$ cat config.mk
export PLATFORM = sky130hd
export DESIGN_NAME = ppcd_alu
export DESIGN_NICKNAME = d
export VERILOG_FILES = /design/src/sv/ppcd_pkg.sv /design/src/sv/ppcd_alu.sv
export SDC_FILE = /design/constraint.sdc
export NUM_CORES = 1
export LEC_CHECK = 0
export ABC_AREA = 1
export ABC_CLOCK_PERIOD_IN_PS = 5950
export BUFFER_PORTS_ARGS = -buffer_cell sky130_fd_sc_hd__buf_2
export CAP_MARGIN = 0
export CORE_UTILIZATION = 50
export DETAILED_ROUTE_END_ITERATION = 7
export PLACE_DENSITY_LB_ADDON = 0.15
export SLEW_MARGIN = 25
export SYNTH_ARGS = -nofsm -noshare
export SYNTH_HDL_FRONTEND = slang
export SYNTH_SLANG_ARGS = --single-unit
$ cat constraint.sdc
create_clock -name vclk -period 5.95
set_input_delay 1.19 -clock vclk [all_inputs]
set_output_delay 1.19 -clock vclk [all_outputs]
set_load 0.02 [all_outputs]
$ cat src/sv/ppcd_pkg.sv
// Shared command codes and arithmetic-unit operation codes for the sample pool.
`default_nettype none

package ppcd_pkg;

    // Command codes carried on the cmd port
    localparam logic [2:0] CMD_ADD         = 3'd0;
    localparam logic [2:0] CMD_REMOVE      = 3'd1;
    localparam logic [2:0] CMD_READ        = 3'd2;
    localparam logic [2:0] CMD_CLEAR       = 3'd3;
    localparam logic [2:0] CMD_RESET_SCALE = 3'd4;

    // Operation select of the shared add/subtract/compare unit
    localparam logic ALU_ADD = 1'b0;
    localparam logic ALU_SUB = 1'b1;

    // Register indexes of the configuration port
    localparam logic REG_DOUBLING_ENABLE = 1'b0;

endpackage : ppcd_pkg

`default_nettype wire

$ cat src/sv/ppcd_alu.sv
// Shared add/subtract unit with unsigned less-than compare.
`default_nettype none

module ppcd_alu #(
    parameter int AW = 11
) (
    input  wire logic          op,
    input  wire logic [AW-1:0] a,
    input  wire logic [AW-1:0] b,
    output logic      [AW-1:0] sum,
    output logic               lt
);
    import ppcd_pkg::*;

    always_comb
    begin
        sum = (op == ALU_SUB) ? (a - b) : (a + b);
        lt  = (a < b);
    end

endmodule : ppcd_alu

`default_nettype wire

==> results.sh <==
export IMPL_firstDrtPassIters=4
export IMPL_synth_area_mm2=0.00127
export IMPL_power_switching_mw=0.0979
export IMPL_p_seq_share_pct=0
export IMPL_cts_resized=0
export IMPL_final_cell_mix="nand2_1, inv_1, buf_2"
export IMPL_period_needed_ps=3930
export IMPL_tns_ps=0
export IMPL_seq_cells=0
export IMPL_avgSynthCellArea_um2=5.63
export IMPL_critPathTopFamily="adder cells"
export IMPL_place_gp_congestion=0.841
export IMPL_dp_hpwl_um=2260
export IMPL_layout_commonest_cell="nand2_1"
export IMPL_path_buf_inv=4
export IMPL_worstPathRequired_ps=4760
export IMPL_rows=17
export IMPL_grt_usage_pct=19.4
export IMPL_cap_violations=0
export IMPL_crit_slowest_cell="fa_1"
export IMPL_ctsHoldBuffers=0
export IMPL_slew_headroom_pct=75.1
export IMPL_worstMarginPinSlew_ps=373
export IMPL_worst_path_most_repeated_cell="nand2_1"
export IMPL_end_kind="output pin"
export IMPL_critPathKind="in -> out"
export IMPL_finalSetupViolations=0
export IMPL_layout_setup_ws_ps=2020
export IMPL_via_per_inst=4.71
export IMPL_startpoint_type="input pin"
export IMPL_whs_ps=2760
export IMPL_start_util_pct=55.1
export IMPL_antenna_left=0
export IMPL_place_ws_ps=2040
export IMPL_die_area_mm2=0.00274
export IMPL_fmax_mhz=254
export IMPL_powerDensity_mw_per_mm2=110
export IMPL_io_pin_count=35
export IMPL_fillers=239
export IMPL_grt_max_degree=17
export IMPL_status="finished, final reports clean"
export IMPL_yosysWarnings=0
export IMPL_sw_frac_of_total_pct=63.5
export IMPL_area_delta_synth_final_pct=10.9
export IMPL_chipWidth_um=52.3
export IMPL_regArea_um2=0
export IMPL_grt_pass1_wl_um=4200
export IMPL_core_area_mm2=0.00230
export IMPL_grt_pass1_vias=996
export IMPL_grt_overflow_total=0
export IMPL_final_nets=300
export IMPL_crit_path_max_incr_delay_ps=400
export IMPL_die_h_um=52.3
export IMPL_p_int_mw=0.0564
export IMPL_peakVddDrop_uv=67.8
export IMPL_route_detailed_drc=0
export IMPL_wl_um=2630
export IMPL_vias=1319
export IMPL_n_antenna_cell=0
export IMPL_maxSlewViolCount=0
export IMPL_rsz0062_at_grt="false"
export IMPL_period_share_pct=66.1
export IMPL_power_clock_fraction_pct=0
export IMPL_synth_cell_types=27
export IMPL_p_total_mw=0.154
export IMPL_synthesis_nets=271
export IMPL_crit_path_max_fanout=3
export IMPL_crit_chain="buf_2, inv_1, ha_1, inv_1, fa_1, nand3_1, nand3_1, nand2_1, nand2_1, xor2_1, nand2_1, nand2_1, buf_2"
export IMPL_p_leak_nw=0.889
export IMPL_wl_per_cell_um=9.38
export IMPL_hold_viol_final=0
export IMPL_drive_gt1_share_pct=22.2
export IMPL_drtIter0Drc=34
export IMPL_port_buffers=35
export IMPL_cts_setup_buffers=0
export IMPL_hp_class="in -> out"
export IMPL_cp_arrival_ps=2740
export IMPL_antenna_found_initial=0
export IMPL_placed_area_mm2=0.00140
export IMPL_final_area_mm2=0.00140
export IMPL_yosysSeqAreaShare_pct=0
export IMPL_combPwrFrac_pct=100.0
export IMPL_synthCells=225
export IMPL_clock_buffers=0
-- synthesized netlist by cell type --
| cell | instances | share of area, % |
|---|---|---|
| nand2_2 | 5 | 2.5 |
| o21bai_1 | 1 | 0.59 |
| nand4_1 | 3 | 1.5 |
| nor2_1 | 19 | 5.6 |
| o21ai_1 | 3 | 1.2 |
| o31ai_1 | 1 | 0.59 |
| buf_4 | 3 | 1.8 |
| nand3_2 | 1 | 0.79 |
| nor2_4 | 3 | 2.7 |
| ha_1 | 21 | 21 |
| fa_1 | 2 | 3.2 |
| nand2_1 | 78 | 23 |
| a21oi_2 | 3 | 2.1 |
| xor2_1 | 5 | 3.5 |
| o21ai_2 | 1 | 0.69 |
| inv_1 | 37 | 11 |
| inv_2 | 4 | 1.2 |
| a21oi_4 | 1 | 1.3 |
| a21oi_1 | 6 | 2.4 |
| buf_2 | 1 | 0.39 |
| nor2_2 | 3 | 1.5 |
| o21ai_0 | 2 | 0.79 |
| buf_6 | 4 | 3.6 |
| nor3_1 | 2 | 0.79 |
| nand3_1 | 14 | 5.5 |
| xnor2_1 | 1 | 0.69 |
| a31oi_1 | 1 | 0.49 |
-- cells by family after synthesis --
group	Yosys count	share of synthesized area, %
and+or+nand+nor	128	44.0
xor gates and xnor gates	6	4.15
buffers and inverters	49	17.9
AOI/OAI and AO/OA	19	10.1
adders and majority gates	23	23.9
-- layer usage --
metal	routed length [um]	global-route usage [%]	vias to the layer above	part of all wire (%)
met5	0	0	-	0
met4	0	0	0	0
met3	64	0	0	2.4
met2	1080	29.3	23	41
met1	1490	31.6	557	57
li1	-	-	739	-
-- metrics by stage --
step	util (%)	instances
after floorplan	-	225
after global placement	61.1	280
after detailed placement	61.1	280
after CTS	61.1	280
after global routing	61.1	280
final	61.1	280
-- worst min-delay path, cell delays in order --
cell	delay [ps]
buf_2	90
ha_1	110
inv_1	30
buf_2	140
-- final cells by class --
class                           instances  area, um^2  area share, %
Timing Repair Buffer                   35         175           12.5
Multi-Input combinational cell        176        1040           74.1
Tap cell                               28        35.0           2.50
Inverter                               41         154           11.0
-- power groups by stage --
stage	combinational, mW	sequential [mW]	clock [mW]
detailed placement	0.154	0	0
global route	0.173	0	0
finish	0.154	0	0
CTS	0.154	0	0
global placement	0.153	0	0
floorplan	0.122	0	0
-- final timing paths --
path              from  endpoint  slack, ps  depth (start not counted)
setup / recovery  a[0]    sum[6]       2020                         13
hold / removal    b[0]    sum[0]       2760                          4
(Power assumes the default switching activity.)
